--- config.mk ---
export PLATFORM = sky130hd
export DESIGN_NAME = sof_length_checksum_frame_parser
export DESIGN_NICKNAME = d
export VERILOG_FILES = /design/src/hdl/sofp_pkg.sv /design/src/hdl/sofp_front.sv /design/src/hdl/sofp_cmd_fifo.sv /design/src/hdl/sofp_back.sv /design/src/hdl/sof_length_checksum_frame_parser.sv
export SDC_FILE = /design/constraint.sdc
export NUM_CORES = 1
export LEC_CHECK = 0
export ABC_AREA = 1
export BUFFER_PORTS_ARGS = -buffer_cell sky130_fd_sc_hd__buf_2
export CAP_MARGIN = 5
export CORE_MARGIN = 2
export CORE_UTILIZATION = 25
export DETAILED_ROUTE_END_ITERATION = 8
export PLACE_DENSITY_LB_ADDON = 0.25
export SLEW_MARGIN = 0
export SYNTH_ARGS = -nofsm -noshare
export SYNTH_HDL_FRONTEND = slang
export SYNTH_SLANG_ARGS = --single-unit
export TNS_END_PERCENT = 50
--- constraint.sdc ---
create_clock -name clk_i -period 5 [get_ports clk_i]
set_input_delay 0.75 -clock clk_i [delete_from_list [all_inputs] [get_ports clk_i]]
set_output_delay 0.75 -clock clk_i [all_outputs]
set_load 0.05 [all_outputs]
--- src/hdl/sofp_pkg.sv ---
// shared types and constants of the start/length/checksum frame parser
// no dependencies; used by every module of the block
package sofp_pkg;

  typedef enum logic [1:0] {
    KIND_PAYLOAD  = 2'd0,
    KIND_EMPTY    = 2'd1,
    KIND_CSUM_ERR = 2'd2,
    KIND_LEN_ERR  = 2'd3
  } kind_e;

  typedef enum logic [1:0] {
    CFG_START_BYTE = 2'd0,
    CFG_TIMEOUT    = 2'd1
  } cfg_idx_e;

  localparam logic [7:0]  START_BYTE_RST = 8'hAA;
  localparam logic [31:0] TIMEOUT_RST    = 32'd100;

  // frame verdict handed from the intake side to the drain side
  typedef struct packed {
    kind_e      kind;
    logic [7:0] frame_len;
    logic [7:0] err_cnt;
  } cmd_t;

  // payload buffer write port
  typedef struct packed {
    logic       en;
    logic [7:0] addr;
    logic [7:0] data;
  } wr_t;

endpackage

--- src/hdl/sofp_front.sv ---
// byte intake: framing state machine, timeout, checksum and error count
// depends on sofp_pkg; feeds sofp_cmd_fifo and the payload buffer in sofp_back
module sofp_front #(
  parameter int MAX_PAYLOAD = 64
) (
  input  logic              clk_i,
  input  logic              rst_ni,
  input  logic              in_valid_i,
  output logic              in_ready_o,
  input  logic [7:0]        rx_byte_i,
  input  logic [31:0]       rx_tick_i,
  input  logic              cfg_valid_i,
  input  logic [1:0]        cfg_index_i,
  input  logic [31:0]       cfg_data_i,
  input  logic              fifo_full_i,
  input  logic              drain_busy_i,
  output logic              push_o,
  output sofp_pkg::cmd_t    cmd_o,
  output sofp_pkg::wr_t     wr_o
);

  typedef enum logic [1:0] {
    PH_HUNT,
    PH_LEN,
    PH_PAY,
    PH_SUM
  } phase_e;

  phase_e      phase_q, phase_d, phase_eff;
  logic [7:0]  start_q;
  logic [31:0] timeout_q;
  logic [7:0]  len_q, len_d;
  logic [7:0]  cnt_q, cnt_d;
  logic [7:0]  sum_q, sum_d;
  logic [7:0]  err_q, err_d;
  logic [31:0] prev_q;
  logic [31:0] gap;
  logic        accept;
  logic        timed_out;

  // hold off payload while the buffer is still being drained,
  // and frame-closing bytes while the verdict queue is full
  assign in_ready_o = !((phase_q == PH_PAY && drain_busy_i) ||
                        ((phase_q == PH_LEN || phase_q == PH_SUM) && fifo_full_i));
  assign accept     = in_valid_i && in_ready_o;
  assign gap        = rx_tick_i - prev_q;
  assign timed_out  = (phase_q != PH_HUNT) && (gap >= timeout_q);
  assign phase_eff  = timed_out ? PH_HUNT : phase_q;

  always_comb begin
    phase_d = phase_q;
    len_d   = len_q;
    cnt_d   = cnt_q;
    sum_d   = sum_q;
    err_d   = err_q;
    push_o  = 1'b0;
    cmd_o   = '{kind: sofp_pkg::KIND_PAYLOAD, frame_len: len_q, err_cnt: err_q};
    wr_o    = '{en: 1'b0, addr: cnt_q, data: rx_byte_i};
    if (accept) begin
      phase_d = phase_eff;
      unique case (phase_eff)
        PH_HUNT: begin
          if (rx_byte_i == start_q) begin
            sum_d   = rx_byte_i;
            phase_d = PH_LEN;
          end
        end
        PH_LEN: begin
          len_d = rx_byte_i;
          cnt_d = 8'd0;
          sum_d = sum_q + rx_byte_i;
          if (rx_byte_i > 8'(MAX_PAYLOAD)) begin
            err_d   = err_q + 8'd1;
            push_o  = 1'b1;
            cmd_o   = '{kind: sofp_pkg::KIND_LEN_ERR, frame_len: rx_byte_i, err_cnt: err_d};
            phase_d = PH_HUNT;
          end else begin
            phase_d = (rx_byte_i == 8'd0) ? PH_SUM : PH_PAY;
          end
        end
        PH_PAY: begin
          wr_o.en = 1'b1;
          cnt_d   = cnt_q + 8'd1;
          sum_d   = sum_q + rx_byte_i;
          if (cnt_d >= len_q) phase_d = PH_SUM;
        end
        PH_SUM: begin
          push_o = 1'b1;
          if (sum_q == rx_byte_i) begin
            cmd_o.kind = (len_q == 8'd0) ? sofp_pkg::KIND_EMPTY : sofp_pkg::KIND_PAYLOAD;
          end else begin
            err_d = err_q + 8'd1;
            cmd_o = '{kind: sofp_pkg::KIND_CSUM_ERR, frame_len: len_q, err_cnt: err_d};
          end
          phase_d = PH_HUNT;
        end
        default: phase_d = PH_HUNT;
      endcase
    end
  end

  always_ff @(posedge clk_i or negedge rst_ni) begin
    if (!rst_ni) begin
      phase_q   <= PH_HUNT;
      start_q   <= sofp_pkg::START_BYTE_RST;
      timeout_q <= sofp_pkg::TIMEOUT_RST;
      len_q     <= '0;
      cnt_q     <= '0;
      sum_q     <= '0;
      err_q     <= '0;
      prev_q    <= '0;
    end else begin
      phase_q <= phase_d;
      len_q   <= len_d;
      cnt_q   <= cnt_d;
      sum_q   <= sum_d;
      err_q   <= err_d;
      if (accept) prev_q <= rx_tick_i;
      if (cfg_valid_i) begin
        case (cfg_index_i)
          sofp_pkg::CFG_START_BYTE: start_q   <= cfg_data_i[7:0];
          sofp_pkg::CFG_TIMEOUT:    timeout_q <= cfg_data_i;
          default: ;
        endcase
      end
    end
  end

endmodule

--- src/hdl/sofp_cmd_fifo.sv ---
// two-entry queue of frame verdicts between intake and drain
// depends on sofp_pkg
module sofp_cmd_fifo (
  input  logic           clk_i,
  input  logic           rst_ni,
  input  logic           push_i,
  input  sofp_pkg::cmd_t cmd_i,
  input  logic           pop_i,
  output sofp_pkg::cmd_t cmd_o,
  output logic           full_o,
  output logic           empty_o
);

  sofp_pkg::cmd_t entry_q [2];
  logic           wr_ptr_q, rd_ptr_q;
  logic [1:0]     count_q;

  assign full_o  = (count_q == 2'd2);
  assign empty_o = (count_q == 2'd0);
  assign cmd_o   = entry_q[rd_ptr_q];

  always_ff @(posedge clk_i) begin
    if (push_i) entry_q[wr_ptr_q] <= cmd_i;
  end

  always_ff @(posedge clk_i or negedge rst_ni) begin
    if (!rst_ni) begin
      wr_ptr_q <= 1'b0;
      rd_ptr_q <= 1'b0;
      count_q  <= 2'd0;
    end else begin
      if (push_i) wr_ptr_q <= ~wr_ptr_q;
      if (pop_i)  rd_ptr_q <= ~rd_ptr_q;
      count_q <= count_q + {1'b0, push_i} - {1'b0, pop_i};
    end
  end

endmodule

--- src/hdl/sofp_back.sv ---
// result side: payload buffer, verdict drain and output register
// depends on sofp_pkg; takes verdicts from sofp_cmd_fifo
module sofp_back #(
  parameter int MAX_PAYLOAD = 64
) (
  input  logic           clk_i,
  input  logic           rst_ni,
  input  sofp_pkg::wr_t  wr_i,
  input  logic           fifo_empty_i,
  input  sofp_pkg::cmd_t cmd_i,
  output logic           pop_o,
  output logic           busy_o,
  output logic           out_valid_o,
  input  logic           out_ready_i,
  output logic [1:0]     kind_o,
  output logic [7:0]     data_o,
  output logic [7:0]     frame_len_o,
  output logic           last_o,
  output logic [7:0]     err_cnt_o
);

  localparam int AW = (MAX_PAYLOAD > 1) ? $clog2(MAX_PAYLOAD) : 1;

  typedef enum logic [1:0] {
    B_IDLE,
    B_READ,
    B_EMIT
  } bstate_e;

  bstate_e        state_q;
  sofp_pkg::cmd_t cmd_q;
  logic [7:0]     idx_q;
  logic [7:0]     mem [MAX_PAYLOAD];
  logic [7:0]     rd_q;
  logic           can_load;
  logic           is_last;
  logic           load_out;

  assign can_load = !out_valid_o || out_ready_i;
  assign pop_o    = (state_q == B_IDLE) && !fifo_empty_i && can_load;
  assign busy_o   = (state_q != B_IDLE);
  assign is_last  = ((idx_q + 8'd1) == cmd_q.frame_len);
  assign load_out = (pop_o && (cmd_i.kind != sofp_pkg::KIND_PAYLOAD)) ||
                    ((state_q == B_EMIT) && can_load);

  always_ff @(posedge clk_i) begin
    if (wr_i.en) mem[wr_i.addr[AW-1:0]] <= wr_i.data;
    rd_q <= mem[idx_q[AW-1:0]];
  end

  always_ff @(posedge clk_i or negedge rst_ni) begin
    if (!rst_ni) begin
      state_q     <= B_IDLE;
      out_valid_o <= 1'b0;
      cmd_q       <= '0;
      idx_q       <= '0;
      kind_o      <= '0;
      data_o      <= '0;
      frame_len_o <= '0;
      last_o      <= 1'b0;
      err_cnt_o   <= '0;
    end else begin
      out_valid_o <= load_out || (out_valid_o && !out_ready_i);
      unique case (state_q)
        B_IDLE: begin
          if (pop_o) begin
            if (cmd_i.kind == sofp_pkg::KIND_PAYLOAD) begin
              cmd_q   <= cmd_i;
              idx_q   <= 8'd0;
              state_q <= B_READ;
            end else begin
              kind_o      <= cmd_i.kind;
              data_o      <= 8'd0;
              frame_len_o <= cmd_i.frame_len;
              last_o      <= 1'b1;
              err_cnt_o   <= cmd_i.err_cnt;
            end
          end
        end
        B_READ: state_q <= B_EMIT;
        B_EMIT: begin
          if (can_load) begin
            kind_o      <= sofp_pkg::KIND_PAYLOAD;
            data_o      <= rd_q;
            frame_len_o <= cmd_q.frame_len;
            last_o      <= is_last;
            err_cnt_o   <= cmd_q.err_cnt;
            if (is_last) begin
              state_q <= B_IDLE;
            end else begin
              idx_q   <= idx_q + 8'd1;
              state_q <= B_READ;
            end
          end
        end
        default: state_q <= B_IDLE;
      endcase
    end
  end

endmodule

--- src/hdl/sof_length_checksum_frame_parser.sv ---
// intake takes one byte per cycle when not stalled; an error or empty-frame result passes
// through the verdict queue into the output register, a good frame through the queue and
// then a buffer read and an output load for each payload byte. payload bytes of a new
// frame stall while an earlier frame drains, length and checksum bytes while the queue is full
// asynchronous active-low reset: hunting, counts cleared, start byte 0xaa, timeout 100
// ticks; the payload buffer is not cleared, every entry read was written in its frame
module sof_length_checksum_frame_parser #(
  parameter int MAX_PAYLOAD = 64
) (
  input  logic        clk_i,
  input  logic        rst_ni,
  input  logic        s_axis_tvalid,
  output logic        s_axis_tready,
  input  logic [39:0] s_axis_tdata,   // rx_byte[7:0], rx_tick[39:8]
  output logic        m_axis_tvalid,
  input  logic        m_axis_tready,
  output logic [23:0] m_axis_tdata,   // data[7:0], frame_len[15:8], error_count[23:16]
  output logic        m_axis_tlast,
  output logic [1:0]  m_axis_tuser,   // kind[1:0]
  input  logic        cfg_valid_i,
  output logic        cfg_ready_o,
  input  logic [1:0]  cfg_index_i,
  input  logic [31:0] cfg_data_i
);

  sofp_pkg::cmd_t push_cmd, pop_cmd;
  sofp_pkg::wr_t  wr;
  logic           push, pop, fifo_full, fifo_empty, back_busy, drain_busy;
  logic [7:0]     out_data, out_len, out_err;

  assign cfg_ready_o = 1'b1;
  assign drain_busy  = back_busy || !fifo_empty;

  sofp_front #(.MAX_PAYLOAD(MAX_PAYLOAD)) u_front (
    .clk_i        (clk_i),
    .rst_ni       (rst_ni),
    .in_valid_i   (s_axis_tvalid),
    .in_ready_o   (s_axis_tready),
    .rx_byte_i    (s_axis_tdata[7:0]),
    .rx_tick_i    (s_axis_tdata[39:8]),
    .cfg_valid_i  (cfg_valid_i),
    .cfg_index_i  (cfg_index_i),
    .cfg_data_i   (cfg_data_i),
    .fifo_full_i  (fifo_full),
    .drain_busy_i (drain_busy),
    .push_o       (push),
    .cmd_o        (push_cmd),
    .wr_o         (wr)
  );

  sofp_cmd_fifo u_fifo (
    .clk_i   (clk_i),
    .rst_ni  (rst_ni),
    .push_i  (push),
    .cmd_i   (push_cmd),
    .pop_i   (pop),
    .cmd_o   (pop_cmd),
    .full_o  (fifo_full),
    .empty_o (fifo_empty)
  );

  sofp_back #(.MAX_PAYLOAD(MAX_PAYLOAD)) u_back (
    .clk_i        (clk_i),
    .rst_ni       (rst_ni),
    .wr_i         (wr),
    .fifo_empty_i (fifo_empty),
    .cmd_i        (pop_cmd),
    .pop_o        (pop),
    .busy_o       (back_busy),
    .out_valid_o  (m_axis_tvalid),
    .out_ready_i  (m_axis_tready),
    .kind_o       (m_axis_tuser),
    .data_o       (out_data),
    .frame_len_o  (out_len),
    .last_o       (m_axis_tlast),
    .err_cnt_o    (out_err)
  );

  assign m_axis_tdata = {out_err, out_len, out_data};

`ifndef SYNTHESIS
  a_no_write_while_draining: assert property (@(posedge clk_i) disable iff (!rst_ni)
    wr.en |-> (!back_busy && fifo_empty))
    else $error("payload buffer written while a frame drains");

  a_no_push_when_full: assert property (@(posedge clk_i) disable iff (!rst_ni)
    push |-> !fifo_full)
    else $error("verdict pushed into a full queue");

  a_single_results_are_last: assert property (@(posedge clk_i) disable iff (!rst_ni)
    (m_axis_tvalid && (m_axis_tuser != sofp_pkg::KIND_PAYLOAD)) |->
      (m_axis_tlast && (out_data == 8'd0)))
    else $error("non-payload result without last or with data");
`endif

endmodule

==> results by group, run 1 <==
Outcome
  • Outcome: finished, final reports clean

Detailed routing
  • DR pass1 iterations: 6
  • Number of remaining DRC errors: 0
  • Via count: 23.1k
  • Vias/cell: 4.44
  • WL/cell: 19.0 um
  • Routed Antenna Nets: 0
  • Initial drt markers: 1,845
  • WL final: 98.8 mm

Synthesis
  • Post-synth net total: 3,262
  • Sequential element share of the synthesized area: 62.9%
  • Post-Syn Area: 32,900 um2
  • Ranking of synthesized cells by area: edfxtp_1 50%, dfrtp_1 12%, nand2_1 7.8%, o21ai_0 4.4%, nor2_1 3.5%
  • Post-Synthesis Cells: 3,093
  • Post-synth EDFFs: 548
  • Most frequent cells after synthesis: 685 x nand2_1, 548 x edfxtp_1, 305 x nor2_1, 289 x o21ai_0, 196 x inv_1
  • Async S/R FF share, synth: 22.8%
  • Syn avg cell area: 10.6 um2
  • Ys Warns: 0
  • Synth top area share: 50.0%
  • Synth Register Bits: 720
  • Synth cell types: 55
  • Cell taking the most area after synthesis: edfxtp_1
  • Synth Flop Type: edfxtp_1
  • Count leader, synth: nand2_1

CTS
  • Cts bufs inserted: 83
  • Worst-Skew Late Latency: 0.70 ns
  • Root Driver: clkbuf_16
  • Setup Buffers After CTS: 0
  • # H-tree levels: 3
  • Worst-path clk slew: 0.06 ns
  • Cells resized by post-CTS repair: 0
  • CTS tree: built
  • Sink Count: 720
  • Hold-fix buffers at CTS: 0
  • Maximum root-to-sink buffer count: 3

STA
  • Slew Limit Fails: 0
  • Hold_ws: 0.145 ns
  • Min Tclk post-route: 4.68 ns
  • Peak Freq: 214 MHz
  • RSZ-0062 raised after global routing: false
  • Worst relative slew slack: 17.7%
  • Setup Viol. Count Final: 0
  • Fin. Hold Viols: 0
  • Fin Clk Skew: 0.0495 ns
  • Worst-margin pin slew: 1.23 ns
  • Crit share post-route: 93.6%

Run
  • Max Cap Viol: 0

Worst setup path
  • Crit Path Max Fanout: 9
  • Most Frequent Cell on Critical Path: buf_4
  • Worst endpoint data arrival time: 5.08 ns
  • Max incr delay on CP: 0.40 ns
  • WS Path Type: flip-flop to flip-flop
  • Slowest CP cell: fa_1
  • CP required: 5.40 ns
  • Crit end category: flip-flop
  • Startpoint types: flip-flop

Global route
  • Overall Global Routing Usage: 14.5%
  • Largest net degree at the start of global routing: 93
  • Number of global-route vias before repair: 22.9k
  • Initial antenna violation count: 5
  • Met3 Use GR: 2.43%
  • M2 GR Usage: 23.6%
  • Global-route wire length before repair: 148 mm
  • Gr busiest metal: met2
  • Global Route met1 Usage: 19.8%
  • Global route overflow: 0

Worst hold path
  • Min-Delay Path Class: primary input to asynchronous set/reset pin

Die
  • Die area: 135,000 um2
  • Core area: 131,000 um2
  • Height of the die: 367 um
  • Die width: 367 um
  • Ports: 109
  • Initial Util: 25.1%
  • Placement Rows: 133

Placement
  • Final HPWL DP: 65.6 mm
  • IO buf count: 107
  • Final GP Congestion: 0.798
  • Placed insts: 5,044

Finish
  • Post-layout net count: 3,543
  • Synthesis-to-layout area growth: 20.9%
  • Share of layout cells above drive strength 1: 15.9%
  • Non-Filler Instances: 5,201

Power and ir drop
  • LEAKAGE: 0.0157 uW
  • Pwr/cell area: 528 nW/um2
  • Worst VDD drop: 239 uV
critical path: cells and delay by family (launching register included):
family / cells / cell delay (ns)
XOR/XNOR: 1 / 0.15
adder cells (fa/ha/maj): 4 / 1.05
flip-flops: 1 / 0.35
buffers and inverters: 9 / 1.20
AO/OA/AOI/OAI: 5 / 0.71
AND/OR/NAND/NOR: 9 / 0.93
registers in the layout, summed over array words and instances (netlist names), 8 cells and up:
register            count
u_fifo.entry_q         36
u_front.start_q         8
u_back.frame_len_o      8
u_back.cmd_q           16
u_front.len_q           8
u_front.prev_q         32
u_back.idx_q            8
u_front.err_q           8
u_front.cnt_q           8
u_back.rd_q             8
u_front.timeout_q      32
u_back.mem            512
u_back.data_o           8
u_back.err_cnt_o        8
u_front.sum_q           8
path summary, 6_finish.rpt:
path                            slack, ns              start  cells past startpoint                     to
worst max-delay path                 0.32  u_front.prev_q[0]                     28      u_back.mem[51][1]
worst min-delay path                 0.14             rst_ni                      1  u_front.timeout_q[21]
worst max register to register       0.32  u_front.prev_q[0]                     28      u_back.mem[51][1]
worst min register to register       0.46     u_back.rd_q[2]                      2       u_back.data_o[2]
max in group asynchronous            3.68             rst_ni                      2   u_front.timeout_q[7]
min in group clk_i                   0.32     cfg_data_i[23]                      3  u_front.timeout_q[23]
through the flow:
step | area (um2) | utilization [%] | setup TNS [ns] | setup WS, ns | power [uW]
global route | 39800 | 30.4 | 0 | 0.0108 | 22400
detailed placement | 36900 | 28.2 | -156.53 | -0.446 | 14900
global placement | 36900 | 28.2 | -108.64 | -0.362 | 14900
floorplan | 32900 | - | -8.00 | -0.0265 | 12200
CTS | 39800 | 30.3 | 0 | 0.141 | 21300
finish | 39800 | 30.4 | 0 | 0.319 | 21000
cell type report:
class                   count  area (um2)
fillers                 13700       91300
flip-flops and latches    720       20700
multi-input cells        2018       10800
repair buffers            344        2440
well taps                1755        2200
clock buffers              96        2170
inverters                 207         782
clock inverters            60         671
diodes                      1        2.50
layer usage:
layer,vias up,wire length [um]
met3,140,4850
met2,504,46500
li1,11300,-
met4,2,2510
met5,-,12
met1,11100,44900
cell families (layout without fill, tap and decap cells):
family,count (synthesis),after routing,share of synthesized area (%)
AOI/OAI and AO/OA,671,671,11.3
xor gates and xnor gates,62,62,1.67
adders and majority gates,90,90,3.46
buffers and inverters,355,707,4.33
DFF,720,720,62.9
muxes,90,90,2.83
other,1,2,0.0114
and+or+nand+nor,1104,1104,13.4
cells in the final DEF, fill, tap and decap left out, types with 10 or more instances in the layout:
master     synthesis  layout
o31ai_1           18      18
a21oi_1          187     183
mux2_2            26      26
a31oi_1           19      19
edfxtp_1         548     548
o22ai_1           69      69
nand3_1           59      59
inv_1            196     194
o21ai_1            9      10
nand4_1           14      14
clkbuf_16          0      83
mux2i_1           64      64
xnor2_1           21      21
buf_4              6     226
xor2_1            40      40
clkinv_1           4      27
o211ai_1          46      46
clkinv_2           0      14
nor2_1           305     302
dfrtp_1          157     155
nand2_1          685     683
nor3_1            12      12
bufinv_16          0      10
ha_1              88      86
buf_2             49     106
o21ai_0          289     288
power breakdown:
group / switching [uW] / total (uW) / internal [uW] / leakage (uW)
combinational: 4580 / 7250 / 2670 / 0.00730
clock: 2640 / 6300 / 3670 / 0.00138
sequential: 403 / 7460 / 7060 / 0.00700
total: 7620 / 21000 / 13400 / 0.0157
Note: power is estimated with default switching activity, not from simulation.
==> inputs of run 2 (changes only) <==
PLACE_DENSITY_LB_ADDON = 0.15   (was 0.25)
==> results by group, run 2 (synthesis gave the netlist of run 1 again) <==
Worst hold path
  • Min-Delay Path Class: primary input to asynchronous set/reset pin

Worst setup path
  • Startpoint types: flip-flop
  • Critical R2R Launch: u_front.prev_q[17]
  • Worst endpoint data arrival time: 5.03 ns (-0.05 ns)
  • Reg2reg setup slack: 0.38 ns (+0.06 ns)
  • Crit Path Max Fanout: 8 (-1)
  • WS Path Type: flip-flop to flip-flop
  • Worst Reg-to-Reg Cells: 26 (-7.1%)
  • Source of the critical timing path: u_front.prev_q[17]
  • Crit end category: flip-flop
  • CP required: 5.40 ns (about the same)
  • Crit Reg-Reg Endpoint: u_back.mem[49][3]
  • Worst setup path endpoint: u_back.mem[49][3]

Detailed routing
  • Via count: 22.9k (-0.94%)
  • WL final: 103 mm (+4.1%)
  • Top sig layer: met4
  • WL/cell: 19.7 um (+4.0%)
  • DR pass1 iterations: 5 (-1)
  • Vias/cell: 4.39 (-1.1%)
  • Routed Antenna Nets: 0 (unchanged)
  • Number of remaining DRC errors: 0 (unchanged)
  • M1 WL: 49.5 mm (+10%)
  • Met2 wire length: 48.1 mm (+3.4%)
  • Initial drt markers: 1,500 (-19%)
  • DR WL met3: 3.02 mm (-38%)

CTS
  • CTS tree: built
  • Root Driver: clkbuf_16
  • Sink Count: 720 (unchanged)
  • Worst-path clk slew: 0.05 ns (about the same)
  • Worst-Skew Late Latency: 0.70 ns (about the same)
  • Cts bufs inserted: 88 (+6.0%)
  • Maximum root-to-sink buffer count: 3 (unchanged)
  • # H-tree levels: 3 (unchanged)

Finish
  • Most frequent cells in the layout: 685 x nand2_1, 548 x edfxtp_1, 300 x nor2_1, 288 x o21ai_0, 227 x buf_4
  • Diodes inserted: 0 (-1)
  • Post-route design area: 39,900 um2 (+0.22%)
  • Final Core Density: 30.4% (+0.067 points)
  • # fillers: 13.7k (+0.47%)
  • Share of layout cells above drive strength 1: 16.0% (+0.16 points)
  • Post-layout net count: 3,551 (+0.23%)
  • Max reg flops: 512 (unchanged)
  • Synthesis-to-layout area growth: 21.2%
  • Most common cell after layout, fill and taps aside: nand2_1

Power and ir drop
  • LEAKAGE: 0.0157 uW (+0.25%)
  • Pwr/cell area: 529 nW/um2 (+0.17%)
  • Total design power: 21,100 uW (+0.39%)
  • Worst VDD drop: 321 uV (+34%)

STA
  • Setup Viol. Count Final: 0 (unchanged)
  • Peak Freq: 216 MHz (+1.3%)
  • RSZ-0062 raised after global routing: false
  • Crit share post-route: 92.5% (-1.2 points)
  • Worst relative slew slack: 32.1% (+14 points)
  • Worst-margin pin slew: 1.02 ns (-0.209 ns)
  • Fin Clk Skew: 0.0535 ns (+0.00403 ns)
  • Fin Setup TNS: 0 ns (unchanged)
  • Fin. Hold Viols: 0 (unchanged)
  • Hold_ws: 0.0619 ns (-0.0828 ns)
  • Min Tclk post-route: 4.62 ns (-0.0579 ns)
  • Slew Limit Fails: 0 (unchanged)

Global route
  • Initial antenna violation count: 3 (-2)
  • Global route overflow: 0 (unchanged)
  • Largest net degree at the start of global routing: 112 (+20%)
  • Overall Global Routing Usage: 15.2% (+0.63 points)
  • Number of global-route vias before repair: 23.4k (+2.5%)
  • Global-route wire length before repair: 154 mm (+4.2%)

Placement
  • Dpl cell area: 37,000 um2 (+0.16%)
  • Final GP Congestion: 0.779 (-2.5%)
  • Final HPWL DP: 69.9 mm (+6.6%)
  • IO buf count: 107 (unchanged)

Die
  • Die area: 135,000 um2 (unchanged)
  • Height of the die: 367 um (unchanged)
  • Placement Rows: 133 (unchanged)
  • Ports: 109 (unchanged)
  • Die width: 367 um (unchanged)
  • Initial Util: 25.1% (unchanged)
  • Core area: 131,000 um2 (unchanged)

Outcome
  • Outcome: finished, final reports clean

Run
  • Max Cap Viol: 0 (unchanged)
==> run 2: critical path: stages, from the launching register on <==
cell and delay [ns]:
dfrtp_1 0.35, inv_1 0.08, ha_1 0.24, buf_4 0.15
a21oi_1 0.27, o21ai_0 0.24, a21oi_2 0.24, o221a_2 0.24
nand2_1 0.06, nand2_1 0.05, nand2_1 0.05, ha_1 0.26
nand2_1 0.06, nor2_1 0.15, nand4_1 0.18, a21oi_2 0.17
nor2_2 0.07, buf_4 0.13, nand3_2 0.10, ha_1 0.18
inv_1 0.07, nor2_4 0.15, buf_6 0.15, nand4_2 0.13
buf_12 0.19, nor2_1 0.18, buf_6 0.19
==> run 2: routing by layer <==
layer | vias up | track usage (%)
met5 | - | 0
met2 | 335 | 24.9
met4 | 0 | 3.91
met3 | 111 | 2.13
li1 | 11300 | -
met1 | 11100 | 20.9
==> run 2: power breakdown <==
group	total, uW	switching [uW]	internal [uW]	leakage [uW]
logic	7330	4680	2650	0.00734
clock network	6280	2660	3620	0.00137
registers	7490	428	7060	0.00700
==> run 2: metrics by stage <==
stage               setup slack [ns]  cells
global route                  0.0378   5209
detailed placement            -0.544   5046
CTS                           0.0416   5208
global placement              -0.559   5046
finish                         0.377   5209
floorplan                    -0.0265   3093
==> run 2: worst min path at each step <==
stage | cells after the start | end | slack, ns | from
3_5_place_dp | 2 | u_fifo.wr_ptr_q | 0.46 | u_fifo.wr_ptr_q
5_1_grt | 1 | u_front.prev_q[6] | 0.09 | rst_ni
2_1_floorplan | 2 | u_back.data_o[0] | 0.44 | u_back.rd_q[0]
4_1_cts | 1 | u_front.prev_q[7] | 0.07 | rst_ni
3_3_place_gp | 2 | u_back.data_o[0] | 0.46 | u_back.data_o[0]
6_report | 1 | u_front.prev_q[6] | 0.06 | rst_ni
==> run 2: final cells by class <==
class / instances / area [um2] / share of cell area (%)
Sequential cell: 720 / 20700 / 52.0
Multi-Input combinational cell: 2018 / 10900 / 27.2
Timing Repair Buffer: 347 / 2530 / 6.34
Clock buffer: 122 / 2420 / 6.07
Tap cell: 1755 / 2200 / 5.50
Inverter: 207 / 782 / 1.96
Clock inverter: 40 / 398 / 0.997
==> run 2: timing repair <==
action / CTS / global route
setup buffers: 0 / 0
gates resized for setup: 0 / 24
endpoints found under the setup margin: 0 / 573
hold buffers: 0 / 0
==> inputs of run 3 (changes only) <==
REMOVE_ABC_BUFFERS = 1   (was default)
==> results by group, run 3 (synthesis gave the netlist of run 1 again) <==
STA
  • Crit share post-route: 91.8% (-0.66 points)
  • Min Tclk post-route: 4.59 ns (-0.0332 ns)
  • Peak Freq: 218 MHz (+0.72%)
  • Fin Setup TNS: 0 ns (unchanged)
  • Worst relative slew slack: 36.5% (+4.4 points)
  • Fin Clk Skew: 0.0540 ns (+0.000513 ns)
  • Setup Viol. Count Final: 0 (unchanged)
  • Worst-margin pin slew: 0.952 ns (-0.0658 ns)
  • Fin. Hold Viols: 0 (unchanged)
  • Slew Limit Fails: 0 (unchanged)

Power and ir drop
  • Total design power: 21,800 uW (+3.4%)
  • LEAKAGE: 0.0157 uW (+0.15%)
  • Worst VDD drop: 370 uV (+15%)
  • Pwr/cell area: 546 nW/um2 (+3.4%)

Detailed routing
  • WL/cell: 20.0 um (+1.5%)
  • Vias/cell: 4.43 (+0.85%)
  • M1 WL: 50.5 mm (+1.8%)
  • Initial drt markers: 1,488 (-0.80%)
  • Routed Antenna Nets: 0 (unchanged)
  • DR WL met3: 4.51 mm (+49%)
  • DR pass1 iterations: 5 (unchanged)
  • Top sig layer: met4
  • Met2 wire length: 47.6 mm (-1.1%)
  • WL final: 104 mm (+1.6%)
  • Number of remaining DRC errors: 0 (unchanged)
  • Via count: 23.1k (+0.95%)

Global route
  • Overall Global Routing Usage: 15.4% (+0.26 points)
  • Initial antenna violation count: 3 (unchanged)
  • Global route overflow: 0 (unchanged)
  • Number of global-route vias before repair: 23.3k (-0.50%)
  • Global-route wire length before repair: 155 mm (+0.82%)
  • Largest net degree at the start of global routing: 133 (+19%)

CTS
  • Worst-path clk slew: 0.06 ns (about the same)
  • Sink Count: 720 (unchanged)
  • Cts bufs inserted: 88 (unchanged)
  • # H-tree levels: 3 (unchanged)
  • Worst-Skew Late Latency: 0.70 ns (about the same)
  • CTS tree: built
  • Hold-fix buffers at CTS: 0 (unchanged)
  • Maximum root-to-sink buffer count: 3 (unchanged)
  • Root Driver: clkbuf_16

Worst setup path
  • Crit end category: flip-flop
  • CP required: 5.39 ns (about the same)
  • Worst endpoint data arrival time: 4.98 ns (-0.05 ns)
  • WS Path Type: flip-flop to flip-flop
  • Crit Path Max Fanout: 8 (unchanged)
  • Slowest CP cell: dfrtp_1
  • Startpoint types: flip-flop
  • CP Depth: 27 (+3.8%)
  • CP delay by family, top: buffers and inverters
  • Worst Reg-to-Reg Cells: 27 (+3.8%)
  • Max incr delay on CP: 0.36 ns (about the same)
  • CP bufs+invs: 8 (+1)

Die
  • Placement Rows: 133 (unchanged)
  • Core area: 131,000 um2 (unchanged)
  • Die width: 367 um (unchanged)
  • Height of the die: 367 um (unchanged)
  • Ports: 109 (unchanged)
  • Die area: 135,000 um2 (unchanged)
  • Initial Util: 25.1% (unchanged)

Finish
  • Final Core Density: 30.4% (about the same)
  • Post-layout net count: 3,551 (unchanged)
  • Post-route design area: 39,900 um2 (about the same)
  • Most frequent cells in the layout: 685 x nand2_1, 548 x edfxtp_1, 304 x nor2_1, 289 x o21ai_0, 232 x buf_4
  • Share of layout cells above drive strength 1: 16.0% (about the same)
  • Max reg flops: 512 (unchanged)
  • Synthesis-to-layout area growth: 21.1% (about the same)
  • # fillers: 13.8k (+0.61%)
  • Most common cell after layout, fill and taps aside: nand2_1

Placement
  • Dpl cell area: 37,000 um2 (about the same)
  • Final HPWL DP: 68.8 mm (-1.6%)
  • Final GP Congestion: 0.781 (+0.33%)
  • IO buf count: 107 (unchanged)

Run
  • Max Cap Viol: 0 (unchanged)

Outcome
  • Outcome: finished, final reports clean

Worst hold path
  • Min-Delay Path Class: primary input to asynchronous set/reset pin
==> run 3: final timing paths <==
path | start | endpoint | slack, ns
hold reg to reg | u_back.rd_q[6] | u_back.data_o[6] | 0.46
min in group clk_i | s_axis_tdata[24] | u_front.prev_q[16] | 0.30
max in group asynchronous | rst_ni | u_front.start_q[6] | 3.71
hold / removal | rst_ni | u_front.prev_q[19] | 0.11
setup / recovery | u_front.prev_q[17] | u_back.mem[8][1] | 0.41
setup reg to reg | u_front.prev_q[17] | u_back.mem[8][1] | 0.41
==> run 3: cell type report <==
type                       count  area (um2)  share of cell area (%)
sequential                   720       20700                    52.0
multi-input combinational   2018       10800                    27.1
timing repair buffer         347        2500                    6.26
clock buffer                 120        2470                    6.20
tap                         1755        2200                    5.50
inverter                     207         782                    1.96
clock inverter                46         419                    1.05
antenna                        1        2.50                 0.00627
==> run 3: report_power, final <==
group	switching, uW	total, uW	internal [uW]
logic	5100	7950	2840
clock network	2660	6350	3700
registers	438	7500	7060
==> run 3: layer usage <==
layer,GRT usage (%),up-vias
met4,3.44,0
met3,2.86,118
li1,-,11400
met1,21.8,11200
met5,0,-
met2,24.5,454
==> run 3: per-stage QoR <==
stage	setup slack (ns)	hold WS (ns)	cells
2_1_floorplan	-4.75	0.442	2945
3_3_place_gp	-0.240	0.451	5043
3_5_place_dp	-0.287	0.453	5043
4_1_cts	0.278	0.113	5209
5_1_grt	-0.0411	0.121	5213
6_report	0.410	0.109	5214
==> run 3: what timing repair did <==
| item | 4_1_cts | 5_1_grt |
|---|---|---|
| resized for setup | 0 | 5 |
| endpoints found under the setup margin | 0 | 493 |
| buffers inserted | 0 | 3 |
